$ cat src/sv/stbs_pkg.sv
package stbs_pkg;

   localparam int INDEX_W = 6;
   localparam int DATA_W  = 32;
   localparam int COUNT_W = 7;

   localparam logic REQ_LOAD   = 1'b0;
   localparam logic REQ_SEARCH = 1'b1;

   typedef enum logic [1:0] {
      ST_IDLE,
      ST_PROBE,
      ST_DONE
   } state_type;

endpackage

$ cat src/sv/sorted_table_binary_search.sv
// channel | dir | tdata (low bit up)                       | tuser
// req     | in  | entry_index[5:0], data_value[37:6], pad  | req_type (0 load, 1 search)
// rsp     | out | found[0], position[6:1], pad[7]           | -
// csr     | in  | entry_count[6:0] on csr_wr_data          | -
//
// A load request writes the table when accepted and gives no result.
// A search makes P probes before the next accept, P = probes made (at most
// floor(log2(min(entry_count, DEPTH))) + 1, so 7 for 64 entries); an empty range makes none.
// Each probe is one table read through the single read port.
// Synchronous active-high reset clears control state; entry_count resets to DEPTH, capped at 127.
// A stalled rsp keeps a finished search in ST_DONE until the output register is free; requests
// wait while a search is probing or held there, and loads are taken while idle.
module sorted_table_binary_search #(
   parameter int DEPTH = 64
) (
   input  logic        clock,
   input  logic        reset,
   input  logic        req_tvalid,
   output logic        req_tready,
   input  logic [39:0] req_tdata,  // entry_index[5:0], data_value[37:6], zero pad
   input  logic        req_tuser,  // req_type
   output logic        rsp_tvalid,
   input  logic        rsp_tready,
   output logic [7:0]  rsp_tdata,  // found[0], position[6:1], zero pad
   input  logic        csr_wr_en,
   input  logic [6:0]  csr_wr_data
);

   localparam int AW = $clog2(DEPTH);

   logic                                mem_wr_en;
   logic [AW-1:0]                       mem_wr_addr;
   logic [stbs_pkg::DATA_W-1:0]         mem_wr_data;
   logic [AW-1:0]                       mem_rd_addr;
   logic [stbs_pkg::DATA_W-1:0]         mem_rd_data;
   logic                                rsp_found;
   logic [stbs_pkg::INDEX_W-1:0]        rsp_position;

   stbs_ctrl #(
      .DEPTH (DEPTH),
      .AW    (AW)
   ) u_ctrl (
      .clock        (clock),
      .reset        (reset),
      .req_valid    (req_tvalid),
      .req_ready    (req_tready),
      .req_kind     (req_tuser),
      .req_index    (req_tdata[5:0]),
      .req_value    (req_tdata[37:6]),
      .csr_wr_en    (csr_wr_en),
      .csr_wr_data  (csr_wr_data),
      .rsp_valid    (rsp_tvalid),
      .rsp_ready    (rsp_tready),
      .rsp_found    (rsp_found),
      .rsp_position (rsp_position),
      .mem_wr_en    (mem_wr_en),
      .mem_wr_addr  (mem_wr_addr),
      .mem_wr_data  (mem_wr_data),
      .mem_rd_addr  (mem_rd_addr),
      .mem_rd_data  (mem_rd_data)
   );

   stbs_table #(
      .DEPTH (DEPTH),
      .AW    (AW)
   ) u_table (
      .clock   (clock),
      .wr_en   (mem_wr_en),
      .wr_addr (mem_wr_addr),
      .wr_data (mem_wr_data),
      .rd_addr (mem_rd_addr),
      .rd_data (mem_rd_data)
   );

   assign rsp_tdata = {1'b0, rsp_position, rsp_found};

   a_write_only_when_idle: assert property (@(posedge clock) disable iff (reset)
      mem_wr_en |-> (req_tready && req_tvalid && req_tuser == stbs_pkg::REQ_LOAD))
      else $error("table write outside an accepted load");

   a_miss_position_zero: assert property (@(posedge clock) disable iff (reset)
      (rsp_tvalid && !rsp_tdata[0]) |-> (rsp_tdata[6:1] == '0))
      else $error("miss with nonzero position");

   a_search_blocks_next: assert property (@(posedge clock) disable iff (reset)
      (req_tvalid && req_tready && req_tuser == stbs_pkg::REQ_SEARCH) |=> !req_tready)
      else $error("request taken while a search is running");

endmodule

$ cat src/sv/stbs_table.sv
module stbs_table #(
   parameter int DEPTH = 64,
   parameter int AW    = 6
) (
   input  logic                        clock,
   input  logic                        wr_en,
   input  logic [AW-1:0]               wr_addr,
   input  logic [stbs_pkg::DATA_W-1:0] wr_data,
   input  logic [AW-1:0]               rd_addr,
   output logic [stbs_pkg::DATA_W-1:0] rd_data
);

   logic [stbs_pkg::DATA_W-1:0] mem_ff [DEPTH];
   logic [stbs_pkg::DATA_W-1:0] rd_data_ff;

   always_ff @(posedge clock) begin
      if (wr_en) begin
         mem_ff[wr_addr] <= wr_data;
      end
   end

   always_ff @(posedge clock) begin
      rd_data_ff <= mem_ff[rd_addr];
   end

   assign rd_data = rd_data_ff;

endmodule

$ cat src/sv/stbs_ctrl.sv
module stbs_ctrl #(
   parameter int DEPTH = 64,
   parameter int AW    = 6
) (
   input  logic                                clock,
   input  logic                                reset,
   input  logic                                req_valid,
   output logic                                req_ready,
   input  logic                                req_kind,
   input  logic [stbs_pkg::INDEX_W-1:0]        req_index,
   input  logic signed [stbs_pkg::DATA_W-1:0]  req_value,
   input  logic                                csr_wr_en,
   input  logic [stbs_pkg::COUNT_W-1:0]        csr_wr_data,
   output logic                                rsp_valid,
   input  logic                                rsp_ready,
   output logic                                rsp_found,
   output logic [stbs_pkg::INDEX_W-1:0]        rsp_position,
   output logic                                mem_wr_en,
   output logic [AW-1:0]                       mem_wr_addr,
   output logic [stbs_pkg::DATA_W-1:0]         mem_wr_data,
   output logic [AW-1:0]                       mem_rd_addr,
   input  logic signed [stbs_pkg::DATA_W-1:0]  mem_rd_data
);

   localparam int BW = AW + 2;
   localparam int NW = (BW > 8) ? BW : 8;
   localparam logic [stbs_pkg::COUNT_W-1:0] CountReset =
      stbs_pkg::COUNT_W'((DEPTH > 127) ? 127 : DEPTH);

   stbs_pkg::state_type state_ff, state_in;

   logic [stbs_pkg::COUNT_W-1:0]       count_ff, count_in;
   logic signed [BW-1:0]               lo_ff, lo_in;
   logic signed [BW-1:0]               hi_ff, hi_in;
   logic [AW-1:0]                      mid_ff, mid_in;
   logic signed [stbs_pkg::DATA_W-1:0] key_ff, key_in;
   logic                               res_found_ff, res_found_in;
   logic [stbs_pkg::INDEX_W-1:0]       res_pos_ff, res_pos_in;
   logic                               out_valid_ff, out_valid_in;
   logic                               out_found_ff, out_found_in;
   logic [stbs_pkg::INDEX_W-1:0]       out_pos_ff, out_pos_in;

   logic                 req_fire;
   logic                 is_search;
   logic [NW-1:0]        count_sat;
   logic signed [BW-1:0] hi_init;
   logic                 init_empty;
   logic signed [BW-1:0] mid_ext;
   logic                 probe_eq;
   logic                 probe_lt;
   logic signed [BW-1:0] lo_nx;
   logic signed [BW-1:0] hi_nx;
   logic signed [BW-1:0] sum_nx;
   logic [AW-1:0]        mid_nx;
   logic                 probe_empty;
   logic                 probe_done;
   logic                 slot_free;

   assign req_fire   = req_valid & req_ready;
   assign is_search  = (req_kind == stbs_pkg::REQ_SEARCH);
   assign count_sat  = (NW'(count_ff) > NW'(DEPTH)) ? NW'(DEPTH) : NW'(count_ff);
   assign hi_init    = BW'(count_sat) - BW'(1);
   assign init_empty = (count_sat == '0);

   assign mid_ext     = BW'(mid_ff);
   assign probe_eq    = (mem_rd_data == key_ff);
   assign probe_lt    = (mem_rd_data < key_ff);
   assign lo_nx       = probe_lt ? (mid_ext + BW'(1)) : lo_ff;
   assign hi_nx       = probe_lt ? hi_ff : (mid_ext - BW'(1));
   assign sum_nx      = lo_nx + hi_nx;
   assign mid_nx      = sum_nx[AW:1];
   assign probe_empty = (lo_nx > hi_nx);
   assign probe_done  = probe_eq | probe_empty;
   assign slot_free   = ~out_valid_ff | rsp_ready;

   always_comb begin
      state_in = state_ff;
      case (state_ff)
         stbs_pkg::ST_IDLE: begin
            if (req_fire && is_search) begin
               state_in = init_empty ? stbs_pkg::ST_DONE : stbs_pkg::ST_PROBE;
            end
         end
         stbs_pkg::ST_PROBE: begin
            if (probe_done) begin
               state_in = slot_free ? stbs_pkg::ST_IDLE : stbs_pkg::ST_DONE;
            end
         end
         stbs_pkg::ST_DONE: begin
            if (slot_free) begin
               state_in = stbs_pkg::ST_IDLE;
            end
         end
         default: begin
            state_in = stbs_pkg::ST_IDLE;
         end
      endcase
   end

   always_comb begin
      req_ready    = 1'b0;
      mem_wr_en    = 1'b0;
      mem_rd_addr  = mid_nx;
      count_in     = csr_wr_en ? csr_wr_data : count_ff;
      lo_in        = lo_ff;
      hi_in        = hi_ff;
      mid_in       = mid_ff;
      key_in       = key_ff;
      res_found_in = res_found_ff;
      res_pos_in   = res_pos_ff;
      out_valid_in = out_valid_ff & ~rsp_ready;
      out_found_in = out_found_ff;
      out_pos_in   = out_pos_ff;
      case (state_ff)
         stbs_pkg::ST_IDLE: begin
            req_ready   = 1'b1;
            mem_rd_addr = hi_init[AW:1];
            mem_wr_en   = req_fire & ~is_search & (32'(req_index) < 32'(DEPTH));
            if (req_fire && is_search) begin
               key_in       = req_value;
               lo_in        = '0;
               hi_in        = hi_init;
               mid_in       = hi_init[AW:1];
               res_found_in = 1'b0;
               res_pos_in   = '0;
            end
         end
         stbs_pkg::ST_PROBE: begin
            lo_in        = lo_nx;
            hi_in        = hi_nx;
            mid_in       = mid_nx;
            res_found_in = probe_eq;
            res_pos_in   = probe_eq ? stbs_pkg::INDEX_W'(mid_ff) : '0;
            if (probe_done && slot_free) begin
               out_valid_in = 1'b1;
               out_found_in = probe_eq;
               out_pos_in   = probe_eq ? stbs_pkg::INDEX_W'(mid_ff) : '0;
            end
         end
         stbs_pkg::ST_DONE: begin
            if (slot_free) begin
               out_valid_in = 1'b1;
               out_found_in = res_found_ff;
               out_pos_in   = res_pos_ff;
            end
         end
         default: begin
            req_ready = 1'b0;
         end
      endcase
   end

   always_ff @(posedge clock) begin
      if (reset) begin
         state_ff     <= stbs_pkg::ST_IDLE;
         count_ff     <= CountReset;
         out_valid_ff <= 1'b0;
      end else begin
         state_ff     <= state_in;
         count_ff     <= count_in;
         out_valid_ff <= out_valid_in;
      end
   end

   always_ff @(posedge clock) begin
      lo_ff        <= lo_in;
      hi_ff        <= hi_in;
      mid_ff       <= mid_in;
      key_ff       <= key_in;
      res_found_ff <= res_found_in;
      res_pos_ff   <= res_pos_in;
      out_found_ff <= out_found_in;
      out_pos_ff   <= out_pos_in;
   end

   assign mem_wr_addr  = AW'(req_index);
   assign mem_wr_data  = req_value;
   assign rsp_valid    = out_valid_ff;
   assign rsp_found    = out_found_ff;
   assign rsp_position = out_pos_ff;

endmodule

$ cat config.mk
export PLATFORM = sky130hd
export DESIGN_NAME = sorted_table_binary_search
export DESIGN_NICKNAME = d
export VERILOG_FILES = /design/src/sv/stbs_pkg.sv /design/src/sv/sorted_table_binary_search.sv /design/src/sv/stbs_table.sv /design/src/sv/stbs_ctrl.sv
export SDC_FILE = /design/constraint.sdc
export NUM_CORES = 2
export LEC_CHECK = 0
export BUFFER_PORTS_ARGS = -buffer_cell sky130_fd_sc_hd__buf_2
export CAP_MARGIN = 20
export CORE_ASPECT_RATIO = 0.9
export CORE_MARGIN = 1
export CORE_UTILIZATION = 57
export DETAILED_ROUTE_END_ITERATION = 8
export PLACE_DENSITY = 0.76
export SKIP_CTS_REPAIR_TIMING = 1
export SLEW_MARGIN = 15
export SYNTH_ARGS = -nofsm -noshare
export SYNTH_HDL_FRONTEND = slang
export SYNTH_SLANG_ARGS = --single-unit
$ cat constraint.sdc
create_clock -name clock -period 4.73 [get_ports clock]
set_input_delay 0.473 -clock clock [delete_from_list [all_inputs] [get_ports clock]]
set_output_delay 0.473 -clock clock [all_outputs]
set_load 0.03 [all_outputs]
### After elaboration in Yosys (flattened, before gate mapping)

Memories as Yosys holds them, arrays and structs flattened. A register that Yosys moved wholly into a read port is not among the register bits.
Cells that the tools add are included.

| storage, ports and cells | value |
|---|---|
| register bits | 78 |
| RAM bits | 2048 |
| memories | 1 |

| cells by class | value |
|---|---|
| add/sub/neg operators | 4 |
| order comparisons | 3 |
| equality and inequality tests | 7 |
| multiplexer cells | 34 |
| bitwise gates (word level) | 8 |
| reductions and logical operators | 10 |

Memory list:

| name | words | width | read ports | clocked after Yosys merged registers in | write ports | RTL line | text |
|---|---|---|---|---|---|---|---|
| u_table.mem_ff | 64 | 32 | 1 | 1 | 1 | stbs_table.sv:13 | `logic [stbs_pkg::DATA_W-1:0] mem_ff [DEPTH];` |

Operators with widths:

| cell | number |
|---|---|
| $mux W6 | 6 |
| $pmux W6 S2 | 3 |
| $eq A32 B32 Y1 | 1 |
| $lt A32 B32 Y1 | 1 |
| $mux W8 | 4 |
| $pmux W8 S2 | 2 |
| $mux W2 | 5 |
| $mux W1 | 9 |
| $gt A8 B8 Y1 | 1 |
| $logic_not A8 Y1 | 1 |
| $ne A2 B1 Y1 const B | 4 |
| $sub A8 B1 Y8 const B | 1 |
| $add A6 B1 Y7 const B | 1 |
| $add A7 B7 Y7 | 1 |
| $gt A7 B7 Y1 const B | 1 |
| $mux W7 | 1 |
| $sub A6 B1 Y7 const B | 1 |
| $pmux W1 S2 | 3 |
| $pmux W2 S3 | 1 |
| $reduce_and A3 Y1 | 2 |
| $reduce_and A2 Y1 | 2 |
| $reduce_bool A2 Y1 | 2 |
| $and A1 B1 Y1 | 3 |
| $not A1 Y1 | 3 |
| 5 further kinds | 7 |

### Logic depth before layout (Yosys ltp)

| logic depth | value |
|---|---|
| depth in word-level cells | 7 |
| depth in mapped cells | 24 |
| gate-level depth less buffers | 20 |

### By module

A second synthesis with hierarchy kept.

| unflattened totals | value |
|---|---|
| cell total of the unflattened synthesis | 3826 |
| area total of the unflattened synthesis | 83531.4 µm² |

Modules (own cells, without submodules):

| module | times used | cells each | area each (µm²) | sequential area each (µm²) |
|---|---|---|---|---|
| stbs_table | 1 | 3324 | 78515.3 | 62139.6 |
| stbs_ctrl | 1 | 499 | 4997.3 | 2242.2 |
| sorted_table_binary_search | 1 | 3 | 18.8 | 0.0 |

### Worst setup path after synthesis

OpenSTA, ideal clock, no wires.

| timing | value |
|---|---|
| path type | reg-to-reg |
| start point | register u_ctrl.key_ff[14] in the netlist's numbering |
| end point | register u_table.rd_data_ff, in the netlist u_table.rd_data[25] (read register of u_table.mem_ff) |
| setup time | 0.142 ns |
| arrival time | 4.674 ns |
| data required time | 4.588 ns |
| path slack | -0.086 ns |
| cell stages (with the launch flop) | 23 |
| buffers on the path | 3 |
| clock period less this slack | 4.816 ns |
| cells stage by stage | edfxtp_1 -> inv_1 -> ha_1 -> nand4_1 -> nor3_1 -> a21boi_1 -> o31ai_1 -> nand2_1 -> mux2i_4 -> mux2_2 -> ha_1 -> fa_1 -> xnor2_1 -> nand2_1 -> o21ai_1 -> buf_4 -> buf_6 -> buf_4 -> mux4_2 -> mux2i_1 -> mux2i_1 -> mux2i_1 -> mux2i_1 |

| between the ends | value |
|---|---|
| longest elaborated chain between the ends | 4 |
| elaborated cells on any way between the ends | 5 |

RTL lines:

| element | RTL line | text |
|---|---|---|
| from (decl) | stbs_ctrl.sv:36 | `logic signed [stbs_pkg::DATA_W-1:0] key_ff, key_in;` |
| from (signal assigned) | stbs_ctrl.sv:169 | `key_ff <= key_in;` |
| $lt A32 B32 Y1 | stbs_ctrl.sv:67 | `assign probe_lt = (mem_rd_data < key_ff);` |
| $mux W8 | stbs_ctrl.sv:68 | `assign lo_nx = probe_lt ? (mid_ext + BW'(1)) : lo_ff;` |
| via u_ctrl.lo_nx[0] | stbs_ctrl.sv:51 | `logic signed [BW-1:0] lo_nx;` |
| $add A7 B7 Y7 | stbs_ctrl.sv:70 | `assign sum_nx = lo_nx + hi_nx;` |
| $mux W6 | stbs_ctrl.sv:114 | `case (state_ff)` |
| to (decl) | stbs_table.sv:14 | `logic [stbs_pkg::DATA_W-1:0] rd_data_ff;` |

The timed path passes the listed nets, and every way through them passes these cells.
A chain may end at the register's enable or synchronous reset.

### Worst setup path after layout

| timing | value |
|---|---|
| start point | register u_ctrl.key_ff[22] in the netlist's numbering |
| end point | register u_table.rd_data_ff, in the netlist u_table.rd_data[29] (read register of u_table.mem_ff) |

The elaborated chain is that of the path after synthesis.

==> results.ini <==
[synthesis]
ys_seq_area_frac=0.761
ys_warn_count=0
yosysTopAreaCell=edfxtp_1
synthArstFlopShare=0
syn_area_um2=84600
syn_inst=3772
synth_ff_type=edfxtp_1
synth_nets=3878
synth_top_area_share=0.751
post_synth_num_cell_types=58
synth_area_per_cell_um2=22.4
yosys-top-cells-area=edfxtp_1 (75%), mux4_2 (14%), mux2i_1 (5.9%), dfxtp_1 (0.99%), ha_1 (0.77%)
ys_seq_elements=2158
synth-edff-count=2116

[grt]
grt_max_degree=66
grt_usage=0.281
overflow=0
antenna_found_initial=15
grt_pass1_vias=42000
grt_pass1_wl_um=298000

[min_path]
whs_path_depth=2
hold_path_startpoint=csr_wr_en
hold_path_end=u_ctrl.count_ff[6]
min_path_type=input pin to flip-flop

[drt]
drc=0
num_vias=43200
firstDrtPassIters=8
wl_per_cell_um=33.2
ant_nets=0
drtIter0Drc=6623
vias_per_cell=6.58
wirelength_um=218000

[sta]
slew_headroom=0.358
fin_crit_ps=5550
period_share=1.17
finalHoldViolations=0
rsz0062_at_grt=yes
fmax_mhz=180
setup_viol=42
worstMarginPinSlew_ps=960
setup_ws_ps=-822
drv_slew=0
skew_ps=32.7
setup_tns_ps=-24350

[worst_setup_path]
critPathArrivalTime_ps=6260
r2r-end=u_table.rd_data[29]
start_kind=flip-flop
critPathKind=flip-flop to flip-flop
critical_path_required_ps=5430
crit_path_end_kind=flip-flop
worst-path-max-fanout=16
reg2reg_slack_ps=-820
reg2reg_depth=24
r2r-start=u_ctrl.key_ff[22]

[clock_tree]
insertion_delay_ps=840
clockBufferDepth=3
clk_pin_slew_ps=60
root_buffer=clkbuf_16
clock_sinks=2158
htree_num_levels=4
cts_made_buffers=199
cts_tree=done

[power]
power.share.clock=0.215
cellPowerDensity_nw_per_um2=722
switching_share=0.339
combinationalPowerShare=0.486
power.static_leakage_nw=32.9
peakVddDrop_mv=0.530
p_seq_frac=0.299
switching_power_mw=24.5
p_int_mw=47.8

[run]
maxCapViolCount=0

[finish]
fin_nets=4546
syn_to_final_growth_pct=18.4
final_area_um2=100000
most-common-layout-cells=edfxtp_1 (2116), mux4_2 (512), buf_4 (441), mux2i_1 (417), clkbuf_16 (219)
final_common_cell=edfxtp_1
n_fill_cell=8573
drive_gt1_frac=0.353

[floorplan]
die_area_um2=150000
initial_core_util=0.577
fp-row-count=133
pin_count=63
coreArea_um2=147000
die_width_um=408
die_y_um=368

[place]
gp_congestion=0.854
place_ws_ps=-1310
dp_hpwl_um=118000
place_area_um2=91400
numPortBuffers=59

[outcome]
violations=setup timing
status=finished with violations

[sequential cells by signal (all words and copies together) (netlist names)]
name                 cells
u_ctrl.key_ff           32
u_ctrl.state_ff          2
u_ctrl.rsp_found         1
u_table.rd_data         32
u_ctrl.rsp_valid         1
u_ctrl.mid_ff            6
u_ctrl.res_found_ff      1
u_ctrl.rsp_position      6
u_table.mem_ff        2048
u_ctrl.count_ff          7
u_ctrl.lo_ff             8
u_ctrl.hi_ff             8
u_ctrl.res_pos_ff        6
[through the flow]
step	power (mW)	cells	utilization	hold slack [ps]
6_report	72.3	6566	0.683	30.2
5_1_grt	74.4	6565	0.682	9.19
4_1_cts	67.5	6440	0.665	-192
3_5_place_dp	52.0	6071	0.623	501
3_3_place_gp	51.6	6070	0.623	488
2_1_floorplan	39.7	3772	-	469
[power by group through the flow]
stage / registers (mW) / logic (mW) / clock network (mW)
final: 21.6 / 35.1 / 15.5
after global routing: 21.6 / 36.4 / 16.3
after CTS: 21.6 / 30.3 / 15.6
after detailed placement: 22.0 / 30.0 / 0
after global placement: 22.0 / 29.6 / 0
after floorplan: 22.0 / 17.8 / 0
[how the worst max path moves through the flow]
stage | start | endpoint | depth (start not counted)
after floorplan | u_ctrl.key_ff[14] | u_table.rd_data[13] | 22
after global placement | u_ctrl.key_ff[27] | u_table.rd_data[4] | 23
after detailed placement | u_ctrl.key_ff[26] | u_table.rd_data[4] | 23
after CTS | u_ctrl.key_ff[7] | u_table.rd_data[27] | 25
after global routing | u_ctrl.key_ff[14] | u_table.rd_data[16] | 25
final | u_ctrl.key_ff[22] | u_table.rd_data[29] | 24
[critical path, stage by stage (launching register included)]
cell,delay (ps)
edfxtp_1,460
inv_1,70
ha_1,300
nand4_1,180
nor4_4,230
buf_4,200
o31ai_4,120
nand2_2,120
mux2i_4,280
mux2_4,360
ha_4,180
fa_2,410
xnor2_2,180
nand2_2,90
o21ai_4,120
buf_12,190
buf_12,150
buf_12,200
buf_4,170
mux4_2,500
mux2i_1,180
mux2i_1,170
buf_4,200
mux2i_4,210
mux2i_1,110
[kinds of logic (layout without fill, tap and decap cells)]
| family | count (synthesis) | count (layout) | synth area share |
|---|---|---|---|
| buffers and inverters | 236 | 1072 | 0.0153 |
| AND/OR/NAND/NOR | 210 | 210 | 0.0119 |
| multiplexers | 1018 | 1018 | 0.196 |
| AO/OA/AOI/OAI | 82 | 82 | 0.00624 |
| adder cells (fa/ha/maj) | 53 | 53 | 0.00792 |
| XOR/XNOR | 14 | 14 | 0.00145 |
| flip-flops | 2158 | 2158 | 0.761 |
| other | 1 | 2 | 0.0000443 |
[synthesized netlist by cell type (2+ instances only)]
library cell / number
edfxtp_1: 2116
mux4_2: 512
mux2i_1: 497
nor2_1: 96
buf_1: 54
ha_1: 52
inv_1: 48
buf_2: 44
dfxtp_1: 42
buf_6: 37
nand2_1: 34
clkbuf_1: 32
a21oi_1: 23
buf_4: 21
o21ai_0: 13
xnor2_1: 10
and3_1: 9
nor2b_1: 9
a21o_1: 8
and2_1: 8
nand2b_1: 8
nand3_1: 8
nand4_1: 8
mux2_2: 7
nor3_1: 7
a211oi_1: 6
nand3b_1: 6
nor3b_1: 5
o21ai_1: 5
o211ai_1: 4
o21bai_1: 4
xor2_1: 4
a31oi_1: 3
and4_1: 3
nor4_1: 3
a211o_1: 2
a41oi_1: 2
o21a_1: 2
[area by class of cell]
class | instances | area (um^2) | share of cell area
clock inverter | 101 | 813 | 0.00812
tap | 1957 | 2450 | 0.0244
clock buffer | 268 | 5410 | 0.0540
multi-input combinational | 1378 | 20300 | 0.203
inverter | 48 | 180 | 0.00180
sequential | 2158 | 64400 | 0.643
antenna | 1 | 2.50 | 0.0000250
timing repair buffer | 655 | 6610 | 0.0660
[per-layer routing]
metal | global-route usage | share of wire
met5 | 0 | 0.00045
met3 | 0.0638 | 0.13
met1 | 0.410 | 0.37
met4 | 0.0886 | 0.032
met2 | 0.428 | 0.47
Power figures use the tool's default switching activity.
